==> src/hw/rtl/icymd_pkg.sv <==
// ----------------------------------------------------------------------------
// ICY metadata demux package
// Shared sizes, operation codes and the control and status records that pass
// between the demultiplexer and the title scanner.
// ----------------------------------------------------------------------------
package icymd_pkg;

    localparam int TITLE_BYTES = 160;
    localparam int LEN_SCALE   = 16;
    localparam int LEN_SHIFT   = $clog2(LEN_SCALE);
    localparam int TAG_LEN     = 13;

    localparam int POS_W       = 12;
    localparam int BANK_IDX_W  = $clog2(TITLE_BYTES);
    localparam int MEM_DEPTH   = 2 * TITLE_BYTES;
    localparam int MEM_AW      = $clog2(MEM_DEPTH);

    localparam logic [7:0] CH_QUOTE = 8'h27;
    localparam logic [7:0] CH_SEMI  = 8'h3B;
    localparam logic [7:0] CH_S     = 8'h53;

    typedef enum logic [1:0] {
        OP_STREAM = 2'd0,
        OP_RESYNC = 2'd1,
        OP_READ   = 2'd2,
        OP_CLEAR  = 2'd3
    } op_t;

    typedef struct packed {
        logic       scan;
        logic       clear;
        logic [7:0] data;
    } scan_ctl_t;

    typedef struct packed {
        logic                  in_title;
        logic [7:0]            commit_len;
        logic                  wr_en;
        logic [BANK_IDX_W-1:0] wr_pos;
        logic [7:0]            wr_data;
    } scan_stat_t;

endpackage

==> src/hw/rtl/icy_metadata_demux_title_extract_unit.sv <==
// ----------------------------------------------------------------------------
// ICY metadata demux with title extraction
// Splits an ICY radio byte stream into music bytes and metadata, captures the
// stream title into a double-buffered store and serves title reads.
//
// The s_ channel carries one transaction per item: an operation in s_tuser
// (stream byte, resync, read title character, clear title) with the stream
// byte and read index in s_tdata. Every accepted transaction yields exactly
// one result transaction on the m_ channel, in order. The result holds the
// music flag and the title-update flag in m_tuser, and the music byte, the
// title sequence count, the committed title length and the read character
// in m_tdata. The music interval is written through cfg_wr_en/cfg_wr_data;
// the user must do so only while the block is idle; the block does not enforce it.
//
// An item is accepted into an input register and processed as it moves on
// into a result register. One item is accepted every cycle while the
// receiver keeps up; the single write port and single registered read port
// of the title store serve one item per cycle. When the receiver stalls,
// the result register holds and one more item waits in the input register
// before s_tready drops.
// Reset empties both registers, selects the music phase and clears the title
// length and sequence count; there is no clearing pass over the title store.
// ----------------------------------------------------------------------------
module icy_metadata_demux_title_extract_unit
    import icymd_pkg::*;
(
    input  logic        clk,
    input  logic        rst_n,

    input  logic        cfg_wr_en,
    input  logic [15:0] cfg_wr_data,

    input  logic        s_tvalid,
    output logic        s_tready,
    // s_tdata fields from bit 0: data_byte[7:0], read_index[15:8].
    input  logic [15:0] s_tdata,
    // s_tuser fields from bit 0: opcode[1:0].
    input  logic [1:0]  s_tuser,

    output logic        m_tvalid,
    input  logic        m_tready,
    // m_tdata fields from bit 0: music_byte[7:0], title_seq[39:8],
    // title_length[47:40], read_char[55:48].
    output logic [55:0] m_tdata,
    // m_tuser fields from bit 0: music_valid[0], title_updated[1].
    output logic [1:0]  m_tuser
);

    typedef enum logic [2:0] {
        PH_MUSIC = 3'b001,
        PH_LEN   = 3'b010,
        PH_META  = 3'b100
    } phase_t;

    logic [15:0]       meta_interval_reg;

    logic              in_valid_reg;
    op_t               in_op_reg;
    logic [7:0]        in_byte_reg;
    logic [7:0]        in_idx_reg;

    logic              out_valid_reg;
    logic              music_valid_reg, music_valid_next;
    logic [7:0]        music_byte_reg,  music_byte_next;
    logic              updated_reg,     updated_next;
    logic              rd_hit_reg,      rd_hit_next;
    logic [7:0]        rd_data_reg;

    phase_t            phase_reg,       phase_next;
    logic [15:0]       music_left_reg,  music_left_next;
    logic [POS_W-1:0]  meta_total_reg,  meta_total_next;
    logic [POS_W-1:0]  meta_count_reg,  meta_count_next;
    logic [POS_W-1:0]  meta_count_inc;
    logic              bank_reg,        bank_next;
    logic [7:0]        length_reg,      length_next;
    logic [31:0]       seq_reg,         seq_next;

    logic              advance;
    logic              take_len;
    logic              rd_en;
    logic [MEM_AW-1:0] rd_addr;
    logic [MEM_AW-1:0] wr_addr;
    scan_ctl_t         scan_ctl;
    scan_stat_t        scan_stat;

    logic [7:0]        title_mem [0:MEM_DEPTH-1];

    assign advance  = in_valid_reg && (!out_valid_reg || m_tready);
    assign s_tready = !in_valid_reg || advance;

    icymd_title_scan u_scan (
        .clk   (clk),
        .rst_n (rst_n),
        .ctl   (scan_ctl),
        .stat  (scan_stat)
    );

    always_comb
    begin
        phase_next       = phase_reg;
        music_left_next  = music_left_reg;
        meta_total_next  = meta_total_reg;
        meta_count_next  = meta_count_reg;
        meta_count_inc   = meta_count_reg + POS_W'(1);
        bank_next        = bank_reg;
        length_next      = length_reg;
        seq_next         = seq_reg;
        music_valid_next = 1'b0;
        music_byte_next  = 8'h00;
        updated_next     = 1'b0;
        rd_hit_next      = 1'b0;
        rd_en            = 1'b0;
        take_len         = 1'b0;
        scan_ctl.scan    = 1'b0;
        scan_ctl.clear   = 1'b0;
        scan_ctl.data    = in_byte_reg;

        if (advance)
        begin
            unique case (in_op_reg)
                OP_STREAM:
                begin
                    if (meta_interval_reg == 16'd0)
                    begin
                        music_valid_next = 1'b1;
                        music_byte_next  = in_byte_reg;
                    end
                    else
                    begin
                        unique case (phase_reg)
                            PH_LEN:
                            begin
                                take_len = 1'b1;
                            end
                            PH_META:
                            begin
                                scan_ctl.scan   = 1'b1;
                                meta_count_next = meta_count_inc;
                                if (meta_count_inc >= meta_total_reg)
                                begin
                                    scan_ctl.clear  = 1'b1;
                                    phase_next      = PH_MUSIC;
                                    music_left_next = meta_interval_reg;
                                    if (scan_stat.in_title)
                                    begin
                                        updated_next = 1'b1;
                                        bank_next    = !bank_reg;
                                        length_next  = scan_stat.commit_len;
                                        seq_next     = seq_reg + 32'd1;
                                    end
                                end
                            end
                            default:
                            begin
                                if (music_left_reg != 16'd0)
                                begin
                                    music_valid_next = 1'b1;
                                    music_byte_next  = in_byte_reg;
                                    music_left_next  = music_left_reg - 16'd1;
                                    phase_next       = (music_left_reg == 16'd1) ? PH_LEN
                                                                                 : PH_MUSIC;
                                end
                                else
                                begin
                                    take_len = 1'b1;
                                end
                            end
                        endcase

                        if (take_len)
                        begin
                            meta_total_next = POS_W'({in_byte_reg, {LEN_SHIFT{1'b0}}});
                            meta_count_next = '0;
                            scan_ctl.clear  = 1'b1;
                            if (in_byte_reg == 8'h00)
                            begin
                                phase_next      = PH_MUSIC;
                                music_left_next = meta_interval_reg;
                            end
                            else
                            begin
                                phase_next = PH_META;
                            end
                        end
                    end
                end
                OP_RESYNC:
                begin
                    phase_next      = PH_MUSIC;
                    music_left_next = meta_interval_reg;
                    meta_total_next = '0;
                    meta_count_next = '0;
                    scan_ctl.clear  = 1'b1;
                end
                OP_READ:
                begin
                    rd_en       = 1'b1;
                    rd_hit_next = (in_idx_reg < length_reg);
                end
                OP_CLEAR:
                begin
                    length_next  = 8'h00;
                    seq_next     = seq_reg + 32'd1;
                    updated_next = 1'b1;
                end
                default:
                begin
                    updated_next = 1'b0;
                end
            endcase
        end
    end

    assign rd_addr = MEM_AW'(in_idx_reg)
                   + (bank_reg ? MEM_AW'(TITLE_BYTES) : MEM_AW'(0));
    assign wr_addr = MEM_AW'(scan_stat.wr_pos)
                   + (bank_reg ? MEM_AW'(0) : MEM_AW'(TITLE_BYTES));

    always_ff @(posedge clk)
    begin
        if (scan_stat.wr_en)
        begin
            title_mem[wr_addr] <= scan_stat.wr_data;
        end
        if (rd_en)
        begin
            rd_data_reg <= title_mem[rd_addr];
        end
    end

    always_ff @(posedge clk)
    begin
        if (s_tvalid && s_tready)
        begin
            in_op_reg   <= op_t'(s_tuser);
            in_byte_reg <= s_tdata[7:0];
            in_idx_reg  <= s_tdata[15:8];
        end
        if (advance)
        begin
            music_byte_reg <= music_byte_next;
        end
    end

    always_ff @(posedge clk or negedge rst_n)
    begin
        if (!rst_n)
        begin
            meta_interval_reg <= 16'd0;
            in_valid_reg      <= 1'b0;
            out_valid_reg     <= 1'b0;
            music_valid_reg   <= 1'b0;
            updated_reg       <= 1'b0;
            rd_hit_reg        <= 1'b0;
            phase_reg         <= PH_MUSIC;
            music_left_reg    <= 16'd0;
            meta_total_reg    <= '0;
            meta_count_reg    <= '0;
            bank_reg          <= 1'b0;
            length_reg        <= 8'h00;
            seq_reg           <= 32'd0;
        end
        else
        begin
            if (cfg_wr_en)
            begin
                meta_interval_reg <= cfg_wr_data;
            end
            if (s_tready)
            begin
                in_valid_reg <= s_tvalid;
            end
            if (advance)
            begin
                out_valid_reg   <= 1'b1;
                music_valid_reg <= music_valid_next;
                updated_reg     <= updated_next;
                rd_hit_reg      <= rd_hit_next;
            end
            else if (m_tready)
            begin
                out_valid_reg <= 1'b0;
            end
            phase_reg      <= phase_next;
            music_left_reg <= music_left_next;
            meta_total_reg <= meta_total_next;
            meta_count_reg <= meta_count_next;
            bank_reg       <= bank_next;
            length_reg     <= length_next;
            seq_reg        <= seq_next;
        end
    end

    // The title length and sequence count change only when a transaction moves
    // into the result register, so they always match the presented result.
    assign m_tvalid = out_valid_reg;
    assign m_tuser  = {updated_reg, music_valid_reg};
    assign m_tdata  = {(rd_hit_reg ? rd_data_reg : 8'h00), length_reg, seq_reg,
                       music_byte_reg};

    assert property (@(posedge clk) disable iff (!rst_n)
        !(advance && updated_next) |=> $stable(seq_reg))
        else $error("title sequence count changed without a title update");

    assert property (@(posedge clk) disable iff (!rst_n)
        !(music_valid_reg && updated_reg))
        else $error("music byte and title update in the same result");

    assert property (@(posedge clk) disable iff (!rst_n)
        length_reg <= 8'(TITLE_BYTES - 1))
        else $error("committed title length exceeds the title store");

    assert property (@(posedge clk) disable iff (!rst_n)
        !out_valid_reg |-> s_tready)
        else $error("input stalled while the result register is empty");

    assert property (@(posedge clk) disable iff (!rst_n)
        !advance |=> $stable(bank_reg) && $stable(length_reg))
        else $error("title bank or length changed without a transaction");

endmodule

==> src/hw/rtl/icymd_title_scan.sv <==
// ----------------------------------------------------------------------------
// ICY title scanner
// Finds the StreamTitle tag in a metadata block, tracks the title end markers
// and reports the title bytes to store and the length to commit.
// ----------------------------------------------------------------------------
module icymd_title_scan
    import icymd_pkg::*;
(
    input  logic       clk,
    input  logic       rst_n,
    input  scan_ctl_t  ctl,
    output scan_stat_t stat
);

    logic [3:0]       match_pos_reg,   match_pos_scan,   match_pos_next;
    logic             in_title_reg,    in_title_scan,    in_title_next;
    logic             text_ended_reg,  text_ended_scan,  text_ended_next;
    logic             prev_quote_reg,  prev_quote_scan,  prev_quote_next;
    logic [POS_W-1:0] title_pos_reg,   title_pos_scan,   title_pos_next;
    logic             end_found_reg,   end_found_scan,   end_found_next;
    logic [POS_W-1:0] end_pos_reg,     end_pos_scan,     end_pos_next;
    logic             quote_found_reg, quote_found_scan, quote_found_next;
    logic [POS_W-1:0] last_quote_reg,  last_quote_scan,  last_quote_next;
    logic [POS_W-1:0] len_raw;
    logic             wr_hit;
    logic [3:0]       match_inc;

    function automatic logic [7:0] tag_char(input logic [3:0] pos);
        logic [7:0] c;
        case (pos)
            4'd0:    c = 8'h53;
            4'd1:    c = 8'h74;
            4'd2:    c = 8'h72;
            4'd3:    c = 8'h65;
            4'd4:    c = 8'h61;
            4'd5:    c = 8'h6D;
            4'd6:    c = 8'h54;
            4'd7:    c = 8'h69;
            4'd8:    c = 8'h74;
            4'd9:    c = 8'h6C;
            4'd10:   c = 8'h65;
            4'd11:   c = 8'h3D;
            4'd12:   c = 8'h27;
            default: c = 8'h00;
        endcase
        return c;
    endfunction

    always_comb
    begin
        match_pos_scan   = match_pos_reg;
        in_title_scan    = in_title_reg;
        text_ended_scan  = text_ended_reg;
        prev_quote_scan  = prev_quote_reg;
        title_pos_scan   = title_pos_reg;
        end_found_scan   = end_found_reg;
        end_pos_scan     = end_pos_reg;
        quote_found_scan = quote_found_reg;
        last_quote_scan  = last_quote_reg;
        wr_hit           = 1'b0;
        match_inc        = match_pos_reg + 4'd1;

        if (!text_ended_reg)
        begin
            if (ctl.data == 8'h00)
            begin
                text_ended_scan = 1'b1;
            end
            else if (!in_title_reg)
            begin
                if ((match_pos_reg < 4'(TAG_LEN)) && (ctl.data == tag_char(match_pos_reg)))
                begin
                    match_pos_scan = match_inc;
                end
                else
                begin
                    match_pos_scan = (ctl.data == CH_S) ? 4'd1 : 4'd0;
                end
                if (match_pos_scan >= 4'(TAG_LEN))
                begin
                    in_title_scan   = 1'b1;
                    match_pos_scan  = 4'd0;
                    prev_quote_scan = 1'b0;
                end
            end
            else if (!end_found_reg)
            begin
                if ((ctl.data == CH_SEMI) && prev_quote_reg)
                begin
                    end_found_scan = 1'b1;
                    end_pos_scan   = title_pos_reg - POS_W'(1);
                end
                else
                begin
                    if (ctl.data == CH_QUOTE)
                    begin
                        quote_found_scan = 1'b1;
                        last_quote_scan  = title_pos_reg;
                    end
                    prev_quote_scan = (ctl.data == CH_QUOTE);
                    wr_hit = (title_pos_reg < POS_W'(TITLE_BYTES - 1));
                    if (title_pos_reg != {POS_W{1'b1}})
                    begin
                        title_pos_scan = title_pos_reg + POS_W'(1);
                    end
                end
            end
        end

        if (end_found_scan)
        begin
            len_raw = end_pos_scan;
        end
        else if (quote_found_scan)
        begin
            len_raw = last_quote_scan;
        end
        else
        begin
            len_raw = title_pos_scan;
        end
        if (len_raw > POS_W'(TITLE_BYTES - 1))
        begin
            len_raw = POS_W'(TITLE_BYTES - 1);
        end

        stat.in_title   = in_title_scan;
        stat.commit_len = len_raw[7:0];
        stat.wr_en      = ctl.scan && wr_hit;
        stat.wr_pos     = title_pos_reg[BANK_IDX_W-1:0];
        stat.wr_data    = ctl.data;

        if (ctl.clear)
        begin
            match_pos_next   = '0;
            in_title_next    = 1'b0;
            text_ended_next  = 1'b0;
            prev_quote_next  = 1'b0;
            title_pos_next   = '0;
            end_found_next   = 1'b0;
            end_pos_next     = '0;
            quote_found_next = 1'b0;
            last_quote_next  = '0;
        end
        else if (ctl.scan)
        begin
            match_pos_next   = match_pos_scan;
            in_title_next    = in_title_scan;
            text_ended_next  = text_ended_scan;
            prev_quote_next  = prev_quote_scan;
            title_pos_next   = title_pos_scan;
            end_found_next   = end_found_scan;
            end_pos_next     = end_pos_scan;
            quote_found_next = quote_found_scan;
            last_quote_next  = last_quote_scan;
        end
        else
        begin
            match_pos_next   = match_pos_reg;
            in_title_next    = in_title_reg;
            text_ended_next  = text_ended_reg;
            prev_quote_next  = prev_quote_reg;
            title_pos_next   = title_pos_reg;
            end_found_next   = end_found_reg;
            end_pos_next     = end_pos_reg;
            quote_found_next = quote_found_reg;
            last_quote_next  = last_quote_reg;
        end
    end

    always_ff @(posedge clk or negedge rst_n)
    begin
        if (!rst_n)
        begin
            match_pos_reg   <= '0;
            in_title_reg    <= 1'b0;
            text_ended_reg  <= 1'b0;
            prev_quote_reg  <= 1'b0;
            title_pos_reg   <= '0;
            end_found_reg   <= 1'b0;
            end_pos_reg     <= '0;
            quote_found_reg <= 1'b0;
            last_quote_reg  <= '0;
        end
        else
        begin
            match_pos_reg   <= match_pos_next;
            in_title_reg    <= in_title_next;
            text_ended_reg  <= text_ended_next;
            prev_quote_reg  <= prev_quote_next;
            title_pos_reg   <= title_pos_next;
            end_found_reg   <= end_found_next;
            end_pos_reg     <= end_pos_next;
            quote_found_reg <= quote_found_next;
            last_quote_reg  <= last_quote_next;
        end
    end

endmodule
==> config.mk <==
export PLATFORM = sky130hd
export DESIGN_NAME = icy_metadata_demux_title_extract_unit
export DESIGN_NICKNAME = d
export VERILOG_FILES = /design/src/hw/rtl/icymd_pkg.sv /design/src/hw/rtl/icy_metadata_demux_title_extract_unit.sv /design/src/hw/rtl/icymd_title_scan.sv
export SDC_FILE = /design/constraint.sdc
export NUM_CORES = 2
export LEC_CHECK = 0
export BUFFER_PORTS_ARGS = -buffer_cell sky130_fd_sc_hd__buf_2
export CAP_MARGIN = 20
export CORE_MARGIN = 3
export CORE_UTILIZATION = 40
export DETAILED_ROUTE_END_ITERATION = 8
export PLACE_DENSITY = 0.54
export SLEW_MARGIN = 20
export SYNTH_ARGS = -nofsm -noshare
export SYNTH_HDL_FRONTEND = slang
export SYNTH_HIERARCHICAL = 1
export SYNTH_SLANG_ARGS = --single-unit
==> constraint.sdc <==
create_clock -name clk -period 4.2 [get_ports clk]
set_input_delay 0.63 -clock clk [delete_from_list [all_inputs] [get_ports clk]]
set_output_delay 0.63 -clock clk [all_outputs]
set_load 0.05 [all_outputs]
==> impl_metrics.json <==
{
  "via_per_inst": 5.66,
  "synthArstFlopShare_pct": 5.33,
  "skew_ns": 0.0834,
  "die_w_um": 527,
  "drt_wl_total_mm": 286,
  "postSynth.topFlopCell": "edfxtp_1",
  "placedCellCount": 9543,
  "htree_levels": 5,
  "cts_setup_buffers": 0,
  "r2r-start": "in_idx_reg[5]$_DFFE_PP_",
  "syn_avg_cell_area_sq_um": 19.2,
  "final_nets": 6404,
  "hold_slack_ns": 0.0886,
  "maxSlewViolCount": 0,
  "synth-seq-area-share_pct": 75.0,
  "postRouteAntennaNets": 0,
  "holdCritPathClass": "input pin to flip-flop",
  "worst-setup-path-type": "flip-flop to flip-flop",
  "vias": 57200,
  "root_buffer": "clkbuf_16",
  "largest_reg_flops": 2560,
  "max-vdd-ir-drop_mv": 0.296,
  "dr.pass1.iters": 6,
  "synth_area_leaders": "edfxtp_1 (72%), mux4_2 (12%), dfrtp_1 (3.3%)",
  "fin_ws_ns": 0.197,
  "place_ws_ns": 0.0788,
  "worstSetupStartpointType": "flip-flop",
  "tritoncts": "yes",
  "cp_max_fo": 11,
  "relSlewSlack_pct": 27.8,
  "synthAdderAreaFrac_pct": 0.426,
  "p_leak_nw": 41.8,
  "fin_crit_ns": 4.00,
  "rows": 190,
  "die_area_sq_um": 278000,
  "clock_latency_ns": 0.88,
  "syn_area_sq_um": 109000,
  "ioPinCount": 99,
  "power.density_nw_per_um2": 467,
  "r2r-end": "rd_data_reg[4]$_DFFE_PP_",
  "grt-ovfl-total": 0,
  "wire_per_inst_um": 28.3,
  "syn_nets": 5725,
  "synth_compound_area_share_pct": 4.17,
  "remaining_drc_errors": 0,
  "power.total_mw": 59.4,
  "synth_top_area_cell": "edfxtp_1",
  "rsz0062_at_grt": "no",
  "grt_pass1_wl_mm": 418,
  "rr_worst_depth": 10,
  "grt_max_degree": 177,
  "ys_seq_elements": 2740,
  "area_growth_syn_to_layout_pct": 16.9,
  "r2r_setup_slack_ns": 0.20,
  "synthSimpleGateAreaFrac_pct": 4.02,
  "cts_buffers": 299,
  "post-dp-hpwl_mm": 176,
  "yosysTopAreaCellShare_pct": 71.7,
  "setup_viol": 0,
  "start_util_pct": 40.4,
  "critPathCaptureType": "flip-flop",
  "drtIter0Drc": 6428,
  "synth_top_family_by_area": "multiplexers",
  "outcome": "finished, final reports clean",
  "synth_cell_types": 87,
  "cts.sinks": 2740,
  "drive_gt1_share_pct": 27.1,
  "cp.arrival_ns": 4.75,
  "fin_area_sq_um": 127000,
  "whs_path_depth": 3,
  "die_h_um": 527,
  "synth_edf_count": 2594,
  "synth.mux.area_fraction_pct": 14.2,
  "synth_cells": 5649,
  "io_buffers": 98,
  "report.final.hold_viol_count": 0,
  "core_sq_um": 269000,
  "hold_end": "m_tvalid$_DFFE_PN0P_",
  "clk_pin_slew_ns": 0.06,
  "stdcell_count": 10100,
  "synth_xor_area_share_pct": 0.492,
  "yosysWarningCount": 6,
  "worstHoldStart": "m_tready",
  "antenna_found_initial": 10,
  "fin_crit_sh_pct": 95.3,
  "timing.fmax_mhz": 250,
  "grtUsageTotal_pct": 20.4,
  "dpl_cell_area_sq_um": 117000,
  "cp.required_ns": 4.95,
  "place_congestion": 0.835,
  "grt_pass1_vias": 58300,
  "worst_slew_pin_slew_ns": 1.08,
  "cap_violations": 0,
  "cts.path.max_buffers": 4
}
[how the worst max path moves through the flow]
stage / from / cells past startpoint / slack, ns / to
floorplan: m_tready / 14 / 0.04 / title_mem[51][0]$_DFFE_PP_
global placement: meta_count_reg[0]$_DFFE_PN0P_ / 15 / -0.05 / seq_reg[1]$_DFFE_PN0P_
detailed placement: meta_count_reg[0]$_DFFE_PN0P_ / 15 / 0.08 / seq_reg[1]$_DFFE_PN0P_
CTS: meta_count_reg[2]$_DFFE_PN0P_ / 15 / 0.04 / seq_reg[1]$_DFFE_PN0P_
global route: meta_count_reg[2]$_DFFE_PN0P_ / 18 / 0.005 / u_scan/match_pos_reg[0]$_DFFE_PN0P_
finish: in_idx_reg[5]$_DFFE_PP_ / 10 / 0.20 / rd_data_reg[4]$_DFFE_PP_
[report_power, final]
part           internal, mW  total [mW]  switching (mW)
sequential             30.1        30.4           0.226
clock                  14.7        25.4            10.7
combinational          1.26        3.61            2.35
[layer usage]
metal	routed length (um)	share of wire, %	vias to the layer above	global-route usage [%]
li1	-	-	24500	-
met1	124000	43	30300	29.5
met2	137000	48	2006	32.5
met3	18300	6.4	411	3.04
met4	7310	2.6	4	5.29
met5	27	0.0094	-	0
[critical path, cell delays in order (launching register included)]
cell,delay (ns)
edfxtp_1,0.49
ha_4,0.21
ha_1,0.59
nor2_1,0.08
buf_4,0.23
nand2_1,0.43
nor2_1,0.24
a22oi_1,0.38
nand4_1,0.33
nor4_1,0.69
a221o_1,0.21
[synth_stat cells (12+ instances only)]
master,instances
mux4_2,594
and3_1,14
nand2_1,173
or3_1,12
dfrtp_1,145
nor3_1,47
buf_4,23
nor2_1,435
a21oi_1,101
nor2b_1,18
nand2b_1,34
o21ai_0,112
a31oi_1,17
and2_1,22
a22oi_1,162
a221o_1,18
mux2i_1,183
clkbuf_1,215
buf_1,19
inv_1,51
nand4_1,33
o31ai_1,13
buf_2,96
ha_1,37
a22o_1,13
mux2_2,21
nand3_1,82
xnor2_1,28
edfxtp_1,2594
o22ai_1,58
o221ai_1,19
nor4_1,30
a211oi_1,65
xor2_1,33
[placed cells by master (no fill, tap or decap), types with 36 or more instances in the layout]
master,count
buf_12,46
mux2i_1,183
a211oi_1,65
a21oi_1,101
buf_2,97
nor3_1,47
clkbuf_1,51
nand2_1,161
nand3_1,77
o21ai_0,112
a22oi_1,162
buf_4,555
inv_1,51
nor2_1,431
clkinv_2,47
clkinv_1,70
mux4_2,594
edfxtp_1,2594
ha_1,36
dlygate4sd3_1,36
o22ai_1,58
clkbuf_16,308
dfrtp_1,145
[cell families (layout without fill, tap and decap cells)]
logic type | after synthesis | count (layout)
other | 0 | 7
flip-flops | 2740 | 2740
XOR/XNOR | 61 | 61
multiplexers | 799 | 799
buffers and inverters | 408 | 1311
adder cells (fa/ha/maj) | 37 | 37
AND/OR/NAND/NOR | 949 | 949
AO/OA/AOI/OAI | 655 | 655
[area by class of cell]
cell class / instances / area [sq um]
Antenna cell: 7 / 17.5
Clock buffer: 359 / 7900
Clock inverter: 166 / 1490
Fill cell: 22500 / 142000
Inverter: 51 / 191
Multi-Input combinational cell: 2501 / 25500
Sequential cell: 2740 / 81500
Tap cell: 3552 / 4440
Timing Repair Buffer: 735 / 5940
[through the flow]
| stage | util (%) | setup TNS (ns) |
|---|---|---|
| final | 47.2 | 0 |
| after global routing | 47.2 | 0 |
| after CTS | 47.2 | 0 |
| after detailed placement | 43.6 | 0 |
| after global placement | 43.6 | -0.0501 |
| after floorplan | - | 0 |
[timing repair]
item | in CTS | in global routing
resized for setup | 0 | 6
hold endpoints to repair | 125 | 0
hold buffers | 36 | 0
setup endpoints to repair | 0 | 1113
Power figures use the tool's default switching activity.
